--- config.mk ---
export PLATFORM = sky130hd
export DESIGN_NAME = paged_memory_manager
export DESIGN_NICKNAME = d
export VERILOG_FILES = /design/src/rtl/pmm_pkg.sv /design/src/rtl/pmm_ram.sv /design/src/rtl/pmm_out_stage.sv /design/src/rtl/paged_memory_manager.sv
export SDC_FILE = /design/constraint.sdc
export NUM_CORES = 2
export LEC_CHECK = 0
export ABC_AREA = 0
export BUFFER_PORTS_ARGS = -buffer_cell sky130_fd_sc_hd__buf_2
export CAP_MARGIN = 40
export CORE_MARGIN = 2
export CORE_UTILIZATION = 40
export CTS_CLUSTER_SIZE = 8
export DETAILED_ROUTE_END_ITERATION = 6
export PLACE_DENSITY_LB_ADDON = 0.3
export SLEW_MARGIN = 20
export SYNTH_ARGS = -nofsm -noshare
export SYNTH_HDL_FRONTEND = slang
export SYNTH_SLANG_ARGS = --single-unit
--- constraint.sdc ---
create_clock -name i_clk -period 10.6 [get_ports i_clk]
set_input_delay 1.59 -clock i_clk [delete_from_list [all_inputs] [get_ports i_clk]]
set_output_delay 1.59 -clock i_clk [all_outputs]
set_load 0.02 [all_outputs]
--- src/rtl/pmm_pkg.sv ---
// ----------------------------------------------------------------------------
// pmm_pkg
// Shared types and codes of the paged memory manager.
// ----------------------------------------------------------------------------
package pmm_pkg;

    localparam int unsigned AGE_W   = 16;
    localparam logic [AGE_W-1:0] AGE_MAX = 16'hFFFF;

    typedef enum logic [1:0] {
        OP_ALLOC = 2'd0,
        OP_FREE  = 2'd1,
        OP_READ  = 2'd2,
        OP_WRITE = 2'd3
    } t_op;

    typedef enum logic [2:0] {
        K_ALLOC  = 3'd0,
        K_FREE   = 3'd1,
        K_ACCESS = 3'd2,
        K_SAVE   = 3'd3,
        K_LOAD   = 3'd4
    } t_kind;

    typedef struct packed {
        t_op         opcode;
        logic [6:0]  page_count;
        logic [5:0]  start_page;
        logic [17:0] virt_address;
        logic [7:0]  write_data;
    } t_in_beat;

    typedef struct packed {
        t_kind       kind;
        logic        ok;
        logic [5:0]  page_index;
        logic [15:0] mem_address;
        logic [17:0] disk_address;
        logic        is_write;
        logic [7:0]  data_out;
        logic        last;
    } t_out_beat;

endpackage

--- src/rtl/pmm_ram.sv ---
// ----------------------------------------------------------------------------
// pmm_ram
// Generic single-write, single-read RAM with registered read data.
// ----------------------------------------------------------------------------
module pmm_ram #(
    parameter int unsigned WIDTH = 8,
    parameter int unsigned DEPTH = 64
) (
    input  logic                     i_clk,
    input  logic                     i_we,
    input  logic [$clog2(DEPTH)-1:0] i_waddr,
    input  logic [WIDTH-1:0]         i_wdata,
    input  logic [$clog2(DEPTH)-1:0] i_raddr,
    output logic [WIDTH-1:0]         o_rdata
);

    logic [WIDTH-1:0] r_mem [DEPTH];
    logic [WIDTH-1:0] r_rdata;

    always_ff @(posedge i_clk) begin
        if (i_we) begin
            r_mem[i_waddr] <= i_wdata;
        end
        r_rdata <= r_mem[i_raddr];
    end

    assign o_rdata = r_rdata;

endmodule

--- src/rtl/pmm_out_stage.sv ---
// ----------------------------------------------------------------------------
// pmm_out_stage
// Result output register; takes a new beat when empty or when the held one leaves.
// ----------------------------------------------------------------------------
module pmm_out_stage (
    input  logic              i_clk,
    input  logic              i_rst_n,
    input  logic              i_push,
    input  pmm_pkg::t_out_beat i_beat,
    output logic              o_ready,
    output logic              o_valid,
    input  logic              i_stall,
    output pmm_pkg::t_out_beat o_beat
);

    logic               r_valid;
    pmm_pkg::t_out_beat r_beat;

    assign o_ready = !r_valid || !i_stall;

    always_ff @(posedge i_clk) begin
        if (!i_rst_n) begin
            r_valid <= 1'b0;
        end else if (i_push && o_ready) begin
            r_valid <= 1'b1;
        end else if (!i_stall) begin
            r_valid <= 1'b0;
        end
        if (i_push && o_ready) begin
            r_beat <= i_beat;
        end
    end

    assign o_valid = r_valid;
    assign o_beat  = r_beat;

endmodule

--- src/rtl/paged_memory_manager.sv ---
// ----------------------------------------------------------------------------
// paged_memory_manager
// Demand-paged store with first-fit allocation and aging replacement.
// ----------------------------------------------------------------------------
//  channel | dir | handshake                  | payload
//  input   | in  | i_in_valid / o_in_stall    | i_in_beat  (pmm_pkg::t_in_beat)
//  result  | out | o_out_valid / i_out_stall  | o_out_beat (pmm_pkg::t_out_beat)
//
//  Flow: one item at a time; every table entry visit is a read state that
//    puts out the address, then a check state on the registered RAM data.
//    Allocate scans the frames, the pages, then the frames again; free visits
//    each page; an access walks the memory frames, a miss first seeks free ones.
//  Reset: a clearing pass over max(VIRT_PAGES, TOTAL_FRAMES) entries zeroes both
//    RAMs; o_in_stall stays high meanwhile.
//  Stalls: results sit in an output register; the sequencer only waits when
//    a new beat is ready and that register is still held.
// ----------------------------------------------------------------------------
module paged_memory_manager #(
    parameter int unsigned PAGE_BYTES   = 4096,
    parameter int unsigned VIRT_PAGES   = 64,
    parameter int unsigned TOTAL_FRAMES = 64,
    parameter int unsigned MEM_FRAMES   = 16
) (
    input  logic               i_clk,
    input  logic               i_rst_n,
    input  logic               i_in_valid,
    output logic               o_in_stall,
    input  pmm_pkg::t_in_beat  i_in_beat,
    output logic               o_out_valid,
    input  logic               i_out_stall,
    output pmm_pkg::t_out_beat o_out_beat
);

    // widths
    localparam int unsigned OFFW  = $clog2(PAGE_BYTES);
    localparam int unsigned PW    = $clog2(VIRT_PAGES);
    localparam int unsigned FW    = $clog2(TOTAL_FRAMES);
    localparam int unsigned ML    = (MEM_FRAMES < TOTAL_FRAMES) ? MEM_FRAMES : TOTAL_FRAMES;
    localparam int unsigned MAXVT = (VIRT_PAGES > TOTAL_FRAMES) ? VIRT_PAGES : TOTAL_FRAMES;
    localparam int unsigned CW    = $clog2(MAXVT) + 1;
    localparam int unsigned IW    = (PW + 1 > 8) ? PW + 1 : 8;
    localparam int unsigned AW    = pmm_pkg::AGE_W;
    localparam int unsigned PGW   = FW + 1;       // {in_use, frame}
    localparam int unsigned FRW   = AW + PW;      // {age, owner}

    typedef enum logic [20:0] {
        S_CLR     = 21'h000001,
        S_IDLE    = 21'h000002,
        S_CNT_RD  = 21'h000004,
        S_CNT_CK  = 21'h000008,
        S_FIT_RD  = 21'h000010,
        S_FIT_CK  = 21'h000020,
        S_ASG_RD  = 21'h000040,
        S_ASG_CK  = 21'h000080,
        S_FREE_RD = 21'h000100,
        S_FREE_CK = 21'h000200,
        S_X_RD    = 21'h000400,
        S_X_CK    = 21'h000800,
        S_M_RD    = 21'h001000,
        S_M_CK    = 21'h002000,
        S_D_RD    = 21'h004000,
        S_D_CK    = 21'h008000,
        S_SAVE    = 21'h010000,
        S_LOAD    = 21'h020000,
        S_G_RD    = 21'h040000,
        S_G_CK    = 21'h080000,
        S_REPLY   = 21'h100000
    } t_state;

    t_state             r_state, n_state;
    logic [CW-1:0]      r_idx, n_idx;       // scan index
    logic [CW-1:0]      r_cnt, n_cnt;       // free frame count
    logic [7:0]         r_run, n_run;       // free page run length
    logic [6:0]         r_rem, n_rem;       // pages left
    logic [PW-1:0]      r_pg, n_pg;         // page being backed
    logic [PW-1:0]      r_start, n_start;
    logic [IW-1:0]      r_i, n_i;           // free walk page
    logic               r_ok, n_ok;
    logic [6:0]         r_n, n_n;
    logic [PW-1:0]      r_vp, n_vp;
    logic [OFFW-1:0]    r_off, n_off;
    logic               r_wr, n_wr;
    logic [7:0]         r_wd, n_wd;
    logic [FW-1:0]      r_f, n_f;           // frame finally used
    logic [FW-1:0]      r_d, n_d;           // disk frame of the page
    logic [FW-1:0]      r_vic, n_vic;
    logic [AW-1:0]      r_vage, n_vage;
    logic [PW-1:0]      r_vown, n_vown;
    logic [FW-1:0]      r_spare, n_spare;
    pmm_pkg::t_out_beat r_res, n_res;

    // RAM ports
    logic            pg_we, fr_we;
    logic [PW-1:0]   pg_waddr, pg_raddr;
    logic [FW-1:0]   fr_waddr, fr_raddr;
    logic [PGW-1:0]  pg_wdata, pg_rdata;
    logic [FRW-1:0]  fr_wdata, fr_rdata;

    logic               push, ofree;
    pmm_pkg::t_out_beat beat;

    logic            pg_use;
    logic [FW-1:0]   pg_frame;
    logic [AW-1:0]   fr_age;
    logic [PW-1:0]   fr_own;
    logic [31:0]     in_vp;
    logic [7:0]      run_nx;
    logic            vic_upd;

    assign pg_use   = pg_rdata[FW];
    assign pg_frame = pg_rdata[FW-1:0];
    assign fr_age   = fr_rdata[FRW-1:PW];
    assign fr_own   = fr_rdata[PW-1:0];
    assign in_vp    = 32'(i_in_beat.virt_address >> OFFW);
    assign run_nx   = pg_use ? 8'd0 : r_run + 8'd1;
    assign vic_upd  = fr_age > r_vage;

    assign o_in_stall = (r_state != S_IDLE);

    pmm_ram #(.WIDTH(PGW), .DEPTH(VIRT_PAGES)) u_page_ram (
        .i_clk   (i_clk),
        .i_we    (pg_we),
        .i_waddr (pg_waddr),
        .i_wdata (pg_wdata),
        .i_raddr (pg_raddr),
        .o_rdata (pg_rdata)
    );

    pmm_ram #(.WIDTH(FRW), .DEPTH(TOTAL_FRAMES)) u_frame_ram (
        .i_clk   (i_clk),
        .i_we    (fr_we),
        .i_waddr (fr_waddr),
        .i_wdata (fr_wdata),
        .i_raddr (fr_raddr),
        .o_rdata (fr_rdata)
    );

    pmm_out_stage u_out (
        .i_clk   (i_clk),
        .i_rst_n (i_rst_n),
        .i_push  (push),
        .i_beat  (beat),
        .o_ready (ofree),
        .o_valid (o_out_valid),
        .i_stall (i_out_stall),
        .o_beat  (o_out_beat)
    );

    always_comb begin
        n_state = r_state;  n_idx   = r_idx;   n_cnt  = r_cnt;   n_run = r_run;
        n_rem   = r_rem;    n_pg    = r_pg;    n_start = r_start; n_i  = r_i;
        n_ok    = r_ok;     n_n     = r_n;     n_vp   = r_vp;    n_off = r_off;
        n_wr    = r_wr;     n_wd    = r_wd;    n_f    = r_f;     n_d   = r_d;
        n_vic   = r_vic;    n_vage  = r_vage;  n_vown = r_vown;  n_spare = r_spare;
        n_res   = r_res;
        pg_we = 1'b0; pg_waddr = '0; pg_wdata = '0; pg_raddr = '0;
        fr_we = 1'b0; fr_waddr = '0; fr_wdata = '0; fr_raddr = '0;
        push  = 1'b0; beat = '0;

        case (r_state)
            S_CLR: begin
                pg_we    = 32'(r_idx) < VIRT_PAGES;
                pg_waddr = r_idx[PW-1:0];
                fr_we    = 32'(r_idx) < TOTAL_FRAMES;
                fr_waddr = r_idx[FW-1:0];
                if (32'(r_idx) == MAXVT - 1) begin
                    n_state = S_IDLE;
                    n_idx   = '0;
                end else begin
                    n_idx = r_idx + 1'b1;
                end
            end
            S_IDLE: begin
                if (i_in_valid) begin
                    n_n   = i_in_beat.page_count;
                    n_wr  = (i_in_beat.opcode == pmm_pkg::OP_WRITE);
                    n_wd  = i_in_beat.write_data;
                    n_off = i_in_beat.virt_address[OFFW-1:0];
                    n_vp  = in_vp[PW-1:0];
                    n_idx = '0;
                    n_res = '0;
                    n_res.last = 1'b1;
                    case (i_in_beat.opcode)
                        pmm_pkg::OP_ALLOC: begin
                            n_res.kind = pmm_pkg::K_ALLOC;
                            n_cnt = '0;
                            if (i_in_beat.page_count == 7'd0 ||
                                32'(i_in_beat.page_count) > VIRT_PAGES) begin
                                n_state = S_REPLY;
                            end else begin
                                n_state = S_CNT_RD;
                            end
                        end
                        pmm_pkg::OP_FREE: begin
                            n_res.kind = pmm_pkg::K_FREE;
                            n_ok  = 1'b1;
                            n_i   = IW'(i_in_beat.start_page);
                            n_rem = i_in_beat.page_count;
                            n_state = S_FREE_RD;
                        end
                        default: begin
                            n_res.kind     = pmm_pkg::K_ACCESS;
                            n_res.is_write = (i_in_beat.opcode == pmm_pkg::OP_WRITE);
                            if (in_vp >= VIRT_PAGES) begin
                                n_state = S_REPLY;
                            end else begin
                                n_state = S_X_RD;
                            end
                        end
                    endcase
                end
            end
            // ---- allocate: count free frames
            S_CNT_RD: begin
                fr_raddr = r_idx[FW-1:0];
                n_state  = S_CNT_CK;
            end
            S_CNT_CK: begin
                if (fr_age == '0) begin
                    n_cnt = r_cnt + 1'b1;
                end
                if (32'(r_idx) == TOTAL_FRAMES - 1) begin
                    n_idx = '0;
                    n_run = '0;
                    if (32'(n_cnt) < 32'(r_n)) begin
                        n_state = S_REPLY;
                    end else begin
                        n_state = S_FIT_RD;
                    end
                end else begin
                    n_idx   = r_idx + 1'b1;
                    n_state = S_CNT_RD;
                end
            end
            // ---- allocate: first run of free pages
            S_FIT_RD: begin
                pg_raddr = r_idx[PW-1:0];
                n_state  = S_FIT_CK;
            end
            S_FIT_CK: begin
                n_run = run_nx;
                if (run_nx == {1'b0, r_n}) begin
                    n_start = PW'(32'(r_idx) + 32'd1 - 32'(r_n));
                    n_pg    = PW'(32'(r_idx) + 32'd1 - 32'(r_n));
                    n_rem   = r_n;
                    n_idx   = '0;
                    n_state = S_ASG_RD;
                end else if (32'(r_idx) == VIRT_PAGES - 1) begin
                    n_state = S_REPLY;
                end else begin
                    n_idx   = r_idx + 1'b1;
                    n_state = S_FIT_RD;
                end
            end
            // ---- allocate: back each page with the lowest free frame
            S_ASG_RD: begin
                fr_raddr = r_idx[FW-1:0];
                n_state  = S_ASG_CK;
            end
            S_ASG_CK: begin
                n_idx   = r_idx + 1'b1;
                n_state = S_ASG_RD;
                if (fr_age == '0) begin
                    fr_we    = 1'b1;
                    fr_waddr = r_idx[FW-1:0];
                    fr_wdata = {AW'(1), r_pg};
                    pg_we    = 1'b1;
                    pg_waddr = r_pg;
                    pg_wdata = {1'b1, r_idx[FW-1:0]};
                    n_pg     = r_pg + 1'b1;
                    n_rem    = r_rem - 7'd1;
                    if (r_rem == 7'd1) begin
                        n_res.ok         = 1'b1;
                        n_res.page_index = 6'(r_start);
                        n_state          = S_REPLY;
                    end
                end
            end
            // ---- free
            S_FREE_RD: begin
                pg_raddr = r_i[PW-1:0];
                if (r_rem == 7'd0) begin
                    n_res.ok = r_ok;
                    n_state  = S_REPLY;
                end else if (32'(r_i) >= VIRT_PAGES) begin
                    n_ok  = 1'b0;
                    n_i   = r_i + 1'b1;
                    n_rem = r_rem - 7'd1;
                end else begin
                    n_state = S_FREE_CK;
                end
            end
            S_FREE_CK: begin
                if (!pg_use) begin
                    n_ok = 1'b0;
                end else begin
                    pg_we    = 1'b1;
                    pg_waddr = r_i[PW-1:0];
                    pg_wdata = {1'b0, pg_frame};
                    fr_we    = 1'b1;
                    fr_waddr = pg_frame;
                end
                n_i     = r_i + 1'b1;
                n_rem   = r_rem - 7'd1;
                n_state = S_FREE_RD;
            end
            // ---- access: translate
            S_X_RD: begin
                pg_raddr = r_vp;
                n_state  = S_X_CK;
            end
            S_X_CK: begin
                n_idx  = '0;
                n_vage = '0;
                n_vic  = '0;
                if (!pg_use) begin
                    n_state = S_REPLY;
                end else if (32'(pg_frame) < ML) begin
                    n_f     = pg_frame;
                    n_state = S_G_RD;
                end else begin
                    n_d     = pg_frame;
                    n_state = S_M_RD;
                end
            end
            // ---- miss: free memory frame, else oldest victim
            S_M_RD: begin
                fr_raddr = r_idx[FW-1:0];
                n_state  = S_M_CK;
            end
            S_M_CK: begin
                if (fr_age == '0) begin
                    n_f     = r_idx[FW-1:0];
                    n_state = S_LOAD;
                end else begin
                    if (vic_upd) begin
                        n_vage = fr_age;
                        n_vic  = r_idx[FW-1:0];
                        n_vown = fr_own;
                    end
                    n_idx = r_idx + 1'b1;
                    if (32'(r_idx) == ML - 1) begin
                        n_state = S_D_RD;
                    end else begin
                        n_state = S_M_RD;
                    end
                end
            end
            // ---- miss with memory full: free disk frame for the victim
            S_D_RD: begin
                fr_raddr = r_idx[FW-1:0];
                n_state  = S_D_CK;
            end
            S_D_CK: begin
                if (fr_age == '0) begin
                    n_spare = r_idx[FW-1:0];
                    n_state = S_SAVE;
                end else if (32'(r_idx) >= TOTAL_FRAMES - 1) begin
                    n_state = S_REPLY;
                end else begin
                    n_idx   = r_idx + 1'b1;
                    n_state = S_D_RD;
                end
            end
            S_SAVE: begin
                if (ofree) begin
                    push              = 1'b1;
                    beat.kind         = pmm_pkg::K_SAVE;
                    beat.ok           = 1'b1;
                    beat.mem_address  = 16'(32'(r_vic) << OFFW);
                    beat.disk_address = 18'((32'(r_spare) - 32'(ML)) << OFFW);
                    pg_we    = 1'b1;
                    pg_waddr = r_vown;
                    pg_wdata = {1'b1, r_spare};
                    fr_we    = 1'b1;
                    fr_waddr = r_spare;
                    fr_wdata = {AW'(1), r_vown};
                    n_f      = r_vic;
                    n_state  = S_LOAD;
                end
            end
            S_LOAD: begin
                if (ofree) begin
                    push              = 1'b1;
                    beat.kind         = pmm_pkg::K_LOAD;
                    beat.ok           = 1'b1;
                    beat.mem_address  = 16'(32'(r_f) << OFFW);
                    beat.disk_address = 18'((32'(r_d) - 32'(ML)) << OFFW);
                    fr_we    = 1'b1;
                    fr_waddr = r_d;
                    pg_we    = 1'b1;
                    pg_waddr = r_vp;
                    pg_wdata = {1'b1, r_f};
                    n_idx    = '0;
                    n_state  = S_G_RD;
                end
            end
            // ---- age busy memory frames, used frame becomes most recent
            S_G_RD: begin
                fr_raddr = r_idx[FW-1:0];
                n_state  = S_G_CK;
            end
            S_G_CK: begin
                if (r_idx[FW-1:0] != r_f && fr_age != '0 && fr_age != pmm_pkg::AGE_MAX) begin
                    fr_we    = 1'b1;
                    fr_waddr = r_idx[FW-1:0];
                    fr_wdata = {fr_age + AW'(1), fr_own};
                end
                if (32'(r_idx) == ML - 1) begin
                    n_res.ok          = 1'b1;
                    n_res.mem_address = 16'((32'(r_f) << OFFW) + 32'(r_off));
                    n_res.data_out    = r_wr ? r_wd : 8'd0;
                    n_state           = S_REPLY;
                end else begin
                    n_idx   = r_idx + 1'b1;
                    n_state = S_G_RD;
                end
            end
            S_REPLY: begin
                // an access that hit or was brought in stamps its frame now
                if (r_res.kind == pmm_pkg::K_ACCESS && r_res.ok) begin
                    fr_we    = ofree;
                    fr_waddr = r_f;
                    fr_wdata = {AW'(1), r_vp};
                end
                if (ofree) begin
                    push    = 1'b1;
                    beat    = r_res;
                    n_state = S_IDLE;
                end
            end
            default: begin
                n_state = S_IDLE;
            end
        endcase
    end

    always_ff @(posedge i_clk) begin
        if (!i_rst_n) begin
            r_state <= S_CLR;
            r_idx   <= '0;
        end else begin
            r_state <= n_state;
            r_idx   <= n_idx;
        end
        r_cnt <= n_cnt;   r_run  <= n_run;  r_rem  <= n_rem;  r_pg    <= n_pg;
        r_start <= n_start; r_i  <= n_i;    r_ok   <= n_ok;   r_n     <= n_n;
        r_vp  <= n_vp;    r_off  <= n_off;  r_wr   <= n_wr;   r_wd    <= n_wd;
        r_f   <= n_f;     r_d    <= n_d;    r_vic  <= n_vic;  r_vage  <= n_vage;
        r_vown <= n_vown; r_spare <= n_spare; r_res <= n_res;
    end

    // ---- checks
    a_asg_pending: assert property (@(posedge i_clk) disable iff (!i_rst_n)
        (r_state == S_ASG_CK) |-> (r_rem != 7'd0))
        else $error("frame assignment with no page left");

    a_age_range: assert property (@(posedge i_clk) disable iff (!i_rst_n)
        (r_state == S_G_CK) |-> (32'(r_idx) < ML))
        else $error("aging walked past memory frames");

    a_mid_beat: assert property (@(posedge i_clk) disable iff (!i_rst_n)
        (push && !beat.last) |-> (r_state == S_SAVE || r_state == S_LOAD))
        else $error("non-final beat outside a page move");

    a_used_mem: assert property (@(posedge i_clk) disable iff (!i_rst_n)
        (r_state == S_LOAD) |-> (32'(r_f) < ML && 32'(r_d) >= ML))
        else $error("page load frames out of place");

endmodule

# --- Word level (Yosys, flattened, before mapping) ---
# Memories as Yosys holds them, arrays and structs flattened. A register that Yosys moved wholly into a read port is not among the register bits.
# Cells that the tools add are included.
totals:
  register_bits: 240
  ram_bits: 1856
  output_inout_bits: 56
  word_cells: 298
  mem_count: 2
op_classes:
  addsub: 12
  order_cmp: 8
  n_eq_ne: 58
  mux: 133
  bitwise_logic: 2
  n_reduce_logical: 48
memory_table:
  columns: ["memory", "depth", "word_bits", "rd", "rd_clocked_by_memory_dff", "wr", "line_no", "text"]
  rows:
  - ["u_frame_ram.r_mem", 64, 22, 1, 1, 1, "pmm_ram.sv:17", "logic [WIDTH-1:0] r_mem [DEPTH];"]
  - ["u_page_ram.r_mem", 64, 7, 1, 1, 1, "pmm_ram.sv:17", null]
op_table:
  columns: ["op", "count"]
  rows:
  - ["$pmux W21 S21", 1]
  - ["$mux W21", 19]
  - ["$mux W7", 27]
  - ["$mux W6", 20]
  - ["$pmux W34 S3", 1]
  - ["$pmux W22 S4", 1]
  - ["$mux W34", 2]
  - ["$mux W8", 8]
  - ["$pmux W16 S2", 2]
  - ["$pmux W7 S9", 1]
  - ["$mux W53", 1]
  - ["$mux W51", 1]
  - ["$mux W16", 3]
  - ["$ne A2 B2 Y1 const B", 21]
  - ["$pmux W21 S2", 1]
  - ["$pmux W6 S7", 1]
  - ["$pmux W6 S2", 3]
  - ["$pmux W6 S3", 2]
  - ["$pmux W7 S5", 1]
  - ["$pmux W8 S2", 2]
  - ["$pmux W6 S5", 1]
  - ["$pmux W7 S4", 1]
  - ["$pmux W8 S3", 1]
  - ["$mux W22", 1]
  - ["other kinds (83)", 139]

# --- Depth between registers and ports, before layout ---
logic_depth:
  depth_word: 7
  depth_mapped: 17
  depth_no_buf: 15

# --- By module ---
# A second synthesis with hierarchy kept.
hier_totals:
  cells_unflattened: 4330
  area_unflattened_um2: 84322.1
modules_own_cells:
  columns: ["module", "n_inst", "cells_per_inst", "area_each_um2"]
  rows:
  - ["pmm_ram (u_frame_ram)", 1, 2410, 54496.0]
  - ["pmm_ram (u_page_ram)", 1, 827, 17634.4]
  - ["paged_memory_manager", 1, 1034, 10528.8]
  - ["pmm_out_stage", 1, 59, 1662.8]

# --- Least setup slack after synthesis ---
# No wires, ideal clock.
synth_timing:
  path_type: "register to register"
  start: "register r_state[12]"
  end: "memory u_frame_ram.r_mem[0][6] in the netlist's numbering (data pin)"
  setup_ps: 702
  arrival_ps: 4499
  required_time_ps: 9898
  path_slack_ps: 5400
  path_stages_with_launch: 8
  path_buffers: 2
  period_less_slack_ps: 5200
  cell_sequence: "dfxtp_1 or4_1 buf_4 nor4_4 nand4_2 a311o_1 buf_2 o21ai_0"
synth_between:
  elab_chain_cells: 2
  word_cells_on_any_way: 5
  cone_classes: "eq/ne: 4; mux: 1"
synth_rtl:
  columns: ["item", "line_no", "text"]
  rows:
  - ["from (decl)", "paged_memory_manager.sv:70", "t_state r_state, n_state;"]
  - ["from (signal assigned)", "paged_memory_manager.sv:443", "r_state <= n_state;"]
  - ["$eq A21 B21 Y1 (tied with other cells)", "paged_memory_manager.sv:160", "case (r_state)"]
  - ["$pmux W22 S4 (*)", "paged_memory_manager.sv:160", null]
  - ["net fr_wdata[6]", "paged_memory_manager.sv:97", "logic [FRW-1:0] fr_wdata, fr_rdata;"]
  - ["to (decl)", "pmm_ram.sv:17", null]
# Mark *: on every way through the listed nets, which the timed path passes. The rest lies on a longest branch.

# --- Worst setup path after layout ---
layout_timing:
  start: "register r_state[8]"
  end: "memory u_frame_ram.r_mem[4][0] in the netlist's numbering (enable)"
layout_between:
  elab_chain_cells: 5
  word_cells_on_any_way: 12
  cone_classes: "eq/ne: 7; mux: 4; reduce/logical: 1"
layout_rtl:
  columns: ["item", "line_no", "text"]
  rows:
  - ["$eq A21 B18 Y1 or $eq A21 B17 Y1 (tied branches)", "paged_memory_manager.sv:160", null]
  - ["$reduce_or A2 Y1 (no source line)", null, null]
  - ["$pmux W1 S6", "paged_memory_manager.sv:160", null]
  - ["$mux W1", "pmm_ram.sv:21", "if (i_we) begin"]
  - ["$mux W1 (not written as such)", "pmm_ram.sv:22", "r_mem[i_waddr] <= i_wdata;"]
# Several ways; a longest one is shown, not always the timed one.

==> impl_summary.log <==
INFO  metric status = finished clean
INFO  metric report.final.slew_viol_count = 0
INFO  metric place.port_buffers = 88
INFO  metric ioPinCount = 101
INFO  metric clkSinkCount = 2113
INFO  metric worst-endpoint-required = 11.22 ns
INFO  metric htree_num_levels = 5
INFO  metric drive_above_1_share = 18.5%
INFO  metric synthDistinctLibCells = 95
INFO  metric synth_flop_cell = sky130_fd_sc_hd__edfxtp_1
INFO  metric clock-root-buffer = sky130_fd_sc_hd__clkbuf_16
INFO  metric place_congestion = 0.947
INFO  metric syn-cell-area = 0.0864 mm2
INFO  metric area.growth.synth_to_final = 16.0%
INFO  metric floorplan.initialDensity = 40.3%
INFO  metric ys_seq_elements = 2113
INFO  metric worst_skew_pair.late_latency = 0.94 ns
INFO  metric grt_start_max_net_pins = 71
INFO  metric grtUsageTotal = 22.3%
INFO  metric die_h = 469 um
INFO  metric globalRoute.totalOverflow = 0
INFO  metric maxSlewHeadroom = 38.1%
INFO  metric via_count = 52000
INFO  metric place_hpwl = 156 mm
INFO  metric drt-pass1-iter-count = 7
INFO  metric detail-route-antenna-nets = 0
INFO  metric ys_seq_area_share = 72.7%
INFO  metric wire_per_inst = 28.7 um
INFO  metric grt_setup_unrepaired = false
INFO  metric whs = 0.510 ns
INFO  metric grt_antenna_before_repair = 9
INFO  metric maxCapViolations = 0
INFO  metric tritoncts = yes
INFO  metric die_w = 469 um
INFO  metric area_of_the_die = 0.220 mm2
INFO  metric critPathKind = flip-flop to flip-flop
INFO  metric hold_viol = 0
INFO  metric setup_viol = 0
INFO  metric avgSynthCellArea = 15.7 um2
INFO  metric worst_margin_pin_slew = 0.923 ns
INFO  metric hp-class = flip-flop to flip-flop
INFO  metric critPathCaptureType = flip-flop
INFO  metric crit_arrival = 6.14 ns
INFO  metric wirelength = 250 mm
INFO  metric post_cts.repair.setup_buffers = 0
INFO  metric synth-edff-count = 2055
INFO  metric cts.reportedPaths.clkPinSlew = 0.05 ns
INFO  metric power_per_cell_area = 197 mW/mm2
INFO  metric setup.worst_path.start_class = flip-flop
INFO  metric final.period_utilization = 52.1%
INFO  metric max-clock-path-buffers = 4
INFO  metric fin_tns_setup = 0 ns
INFO  metric dr.first_iter.drc_count = 7163
INFO  metric syn-instance-count = 5502
INFO  metric postSynth.asyncResetShare = 0%
INFO  metric clock.fmax = 181 MHz
INFO  metric post-route-drc-count = 0
INFO  metric core_area = 0.215 mm2
INFO  metric cts_inserted_buffers = 314
INFO  metric ir_worst_vdd = 0.165 mV
INFO  metric finalNetCount = 5852
INFO  metric skew = 0.0876 ns
INFO  metric route.detailed.vias_per_inst = 5.97
INFO  metric power_leakage = 32.8 nW
INFO  metric post-route-min-period = 5.52 ns
INFO  metric holdBufCountCts = 0
INFO  metric yosys_warnings = 0
INFO  metric first_global_vias = 50500
INFO  metric rows = 170
INFO  metric critical_path_maximum_fanout = 18
INFO  metric cts-resized-gates = 0
INFO  metric grt_pass1_wl = 357 mm
[layer usage]
metal  vias to the layer above  global-route usage, %  wire length [um]
met5                         -                      0                27
li1                      22200                      -                 -
met1                     26600                   30.3            101000
met2                      2745                   35.3            117000
met4                         4                   8.99             10200
met3                       515                   4.56             21900
[report_power, final]
group	total (mW)	internal (mW)	switching (mW)
registers	9.44	9.22	0.212
logic	1.54	0.554	0.983
clock network	8.80	5.45	3.35
total	19.8	15.2	4.54
[cell usage after synthesis, types with 105 or more instances]
cell type	count	area [um2]
sky130_fd_sc_hd__o21ai_0	113	566
sky130_fd_sc_hd__nand2_1	588	2210
sky130_fd_sc_hd__mux2_2	112	1260
sky130_fd_sc_hd__and3_1	105	657
sky130_fd_sc_hd__mux4_2	196	4410
sky130_fd_sc_hd__nor2_1	315	1180
sky130_fd_sc_hd__a21oi_1	231	1160
sky130_fd_sc_hd__mux2i_1	146	1460
sky130_fd_sc_hd__nand3_1	124	621
sky130_fd_sc_hd__edfxtp_1	2055	61700
sky130_fd_sc_hd__a211oi_1	107	803
sky130_fd_sc_hd__clkbuf_1	226	848
[per-stage QoR]
stage          instances  utilization [%]  worst slack, ns  power [mW]  instance area, um2
5_1_grt             8698             46.7             4.69        20.3              100000
2_1_floorplan       5513                -             5.40        10.4               86500
6_report            8701             46.7             5.08        19.8              100000
4_1_cts             8675             46.5             5.08        19.8               99900
3_5_place_dp        8266             42.6             4.85        11.1               91400
3_3_place_gp        8211             42.1             4.67        11.0               90400
[worst paths after layout]
check                                start                      end  slack, ns  depth (start not counted)
worst max-delay path            r_state[8]  u_frame_ram.r_mem[4][0]       5.08                         13
worst min-delay path              r_off[0]                r_res[28]       0.51                          1
worst max register to register  r_state[8]  u_frame_ram.r_mem[4][0]       5.08                         13
worst min register to register    r_off[0]                r_res[28]       0.51                          1
[sequential cells by signal, summed over array words and instances (netlist names), 7 cells and up]
signal / count
u_page_ram.o_rdata: 7
r_state: 21
r_rem: 7
r_vage: 16
r_wd: 8
r_res: 34
r_idx: 7
u_page_ram.r_mem: 448
r_off: 12
u_frame_ram.r_mem: 1408
r_n: 7
r_run: 8
u_frame_ram.o_rdata: 22
r_cnt: 7
r_i: 8
u_out.o_beat: 42
[cell type report]
class                           instances  area [um2]
Timing Repair Buffer                  294        2740
Sequential cell                      2113       62900
Antenna cell                            5        12.5
Clock inverter                          5        67.6
Tap cell                             2838        3550
Inverter                               43         161
Clock buffer                          404        8410
Fill cell                           18100      114000
Multi-Input combinational cell       2999       22500
[layout by cell type (no fill, tap or decap), types with 80 or more instances in the layout]
| master | n |
|---|---|
| sky130_fd_sc_hd__a211oi_1 | 107 |
| sky130_fd_sc_hd__a21oi_1 | 229 |
| sky130_fd_sc_hd__and3_1 | 105 |
| sky130_fd_sc_hd__buf_2 | 95 |
| sky130_fd_sc_hd__buf_4 | 131 |
| sky130_fd_sc_hd__clkbuf_1 | 80 |
| sky130_fd_sc_hd__clkbuf_16 | 324 |
| sky130_fd_sc_hd__edfxtp_1 | 2055 |
| sky130_fd_sc_hd__mux2_2 | 112 |
| sky130_fd_sc_hd__mux2i_1 | 146 |
| sky130_fd_sc_hd__mux4_2 | 196 |
| sky130_fd_sc_hd__nand2_1 | 580 |
| sky130_fd_sc_hd__nand3_1 | 124 |
| sky130_fd_sc_hd__nor2_1 | 235 |
| sky130_fd_sc_hd__o21ai_0 | 112 |
[cell families (layout without fill, tap and decap cells)]
family                     after synthesis  count (layout)  share of synthesized area (%)
and+or+nand+nor                       1438            1438                           7.73
AOI/OAI and AO/OA                      991             991                           8.04
other                                    1              17                        0.00434
xor gates and xnor gates                62              62                          0.644
buffers and inverters                  401             746                           1.97
muxes                                  454             454                           8.26
DFF                                   2113            2113                           72.7
adders and majority gates               42              42                          0.617
[critical path, cell delays in order, from the launching register on]
cell and delay [ns]:
sky130_fd_sc_hd__dfxtp_1 0.45, sky130_fd_sc_hd__or4_1 0.74, sky130_fd_sc_hd__nor4_1 0.38, sky130_fd_sc_hd__and4b_1 0.62, sky130_fd_sc_hd__nand2_1 0.19, sky130_fd_sc_hd__clkinv_1 0.41
sky130_fd_sc_hd__nor2_1 0.19, sky130_fd_sc_hd__nand3_1 0.15, sky130_fd_sc_hd__a211oi_1 0.16, sky130_fd_sc_hd__nor2_2 0.25, sky130_fd_sc_hd__nand2_1 0.52, sky130_fd_sc_hd__buf_6 0.36
sky130_fd_sc_hd__nor2_2 0.57, sky130_fd_sc_hd__buf_8 0.24
No activity file was read; power rests on OpenSTA's default activity.
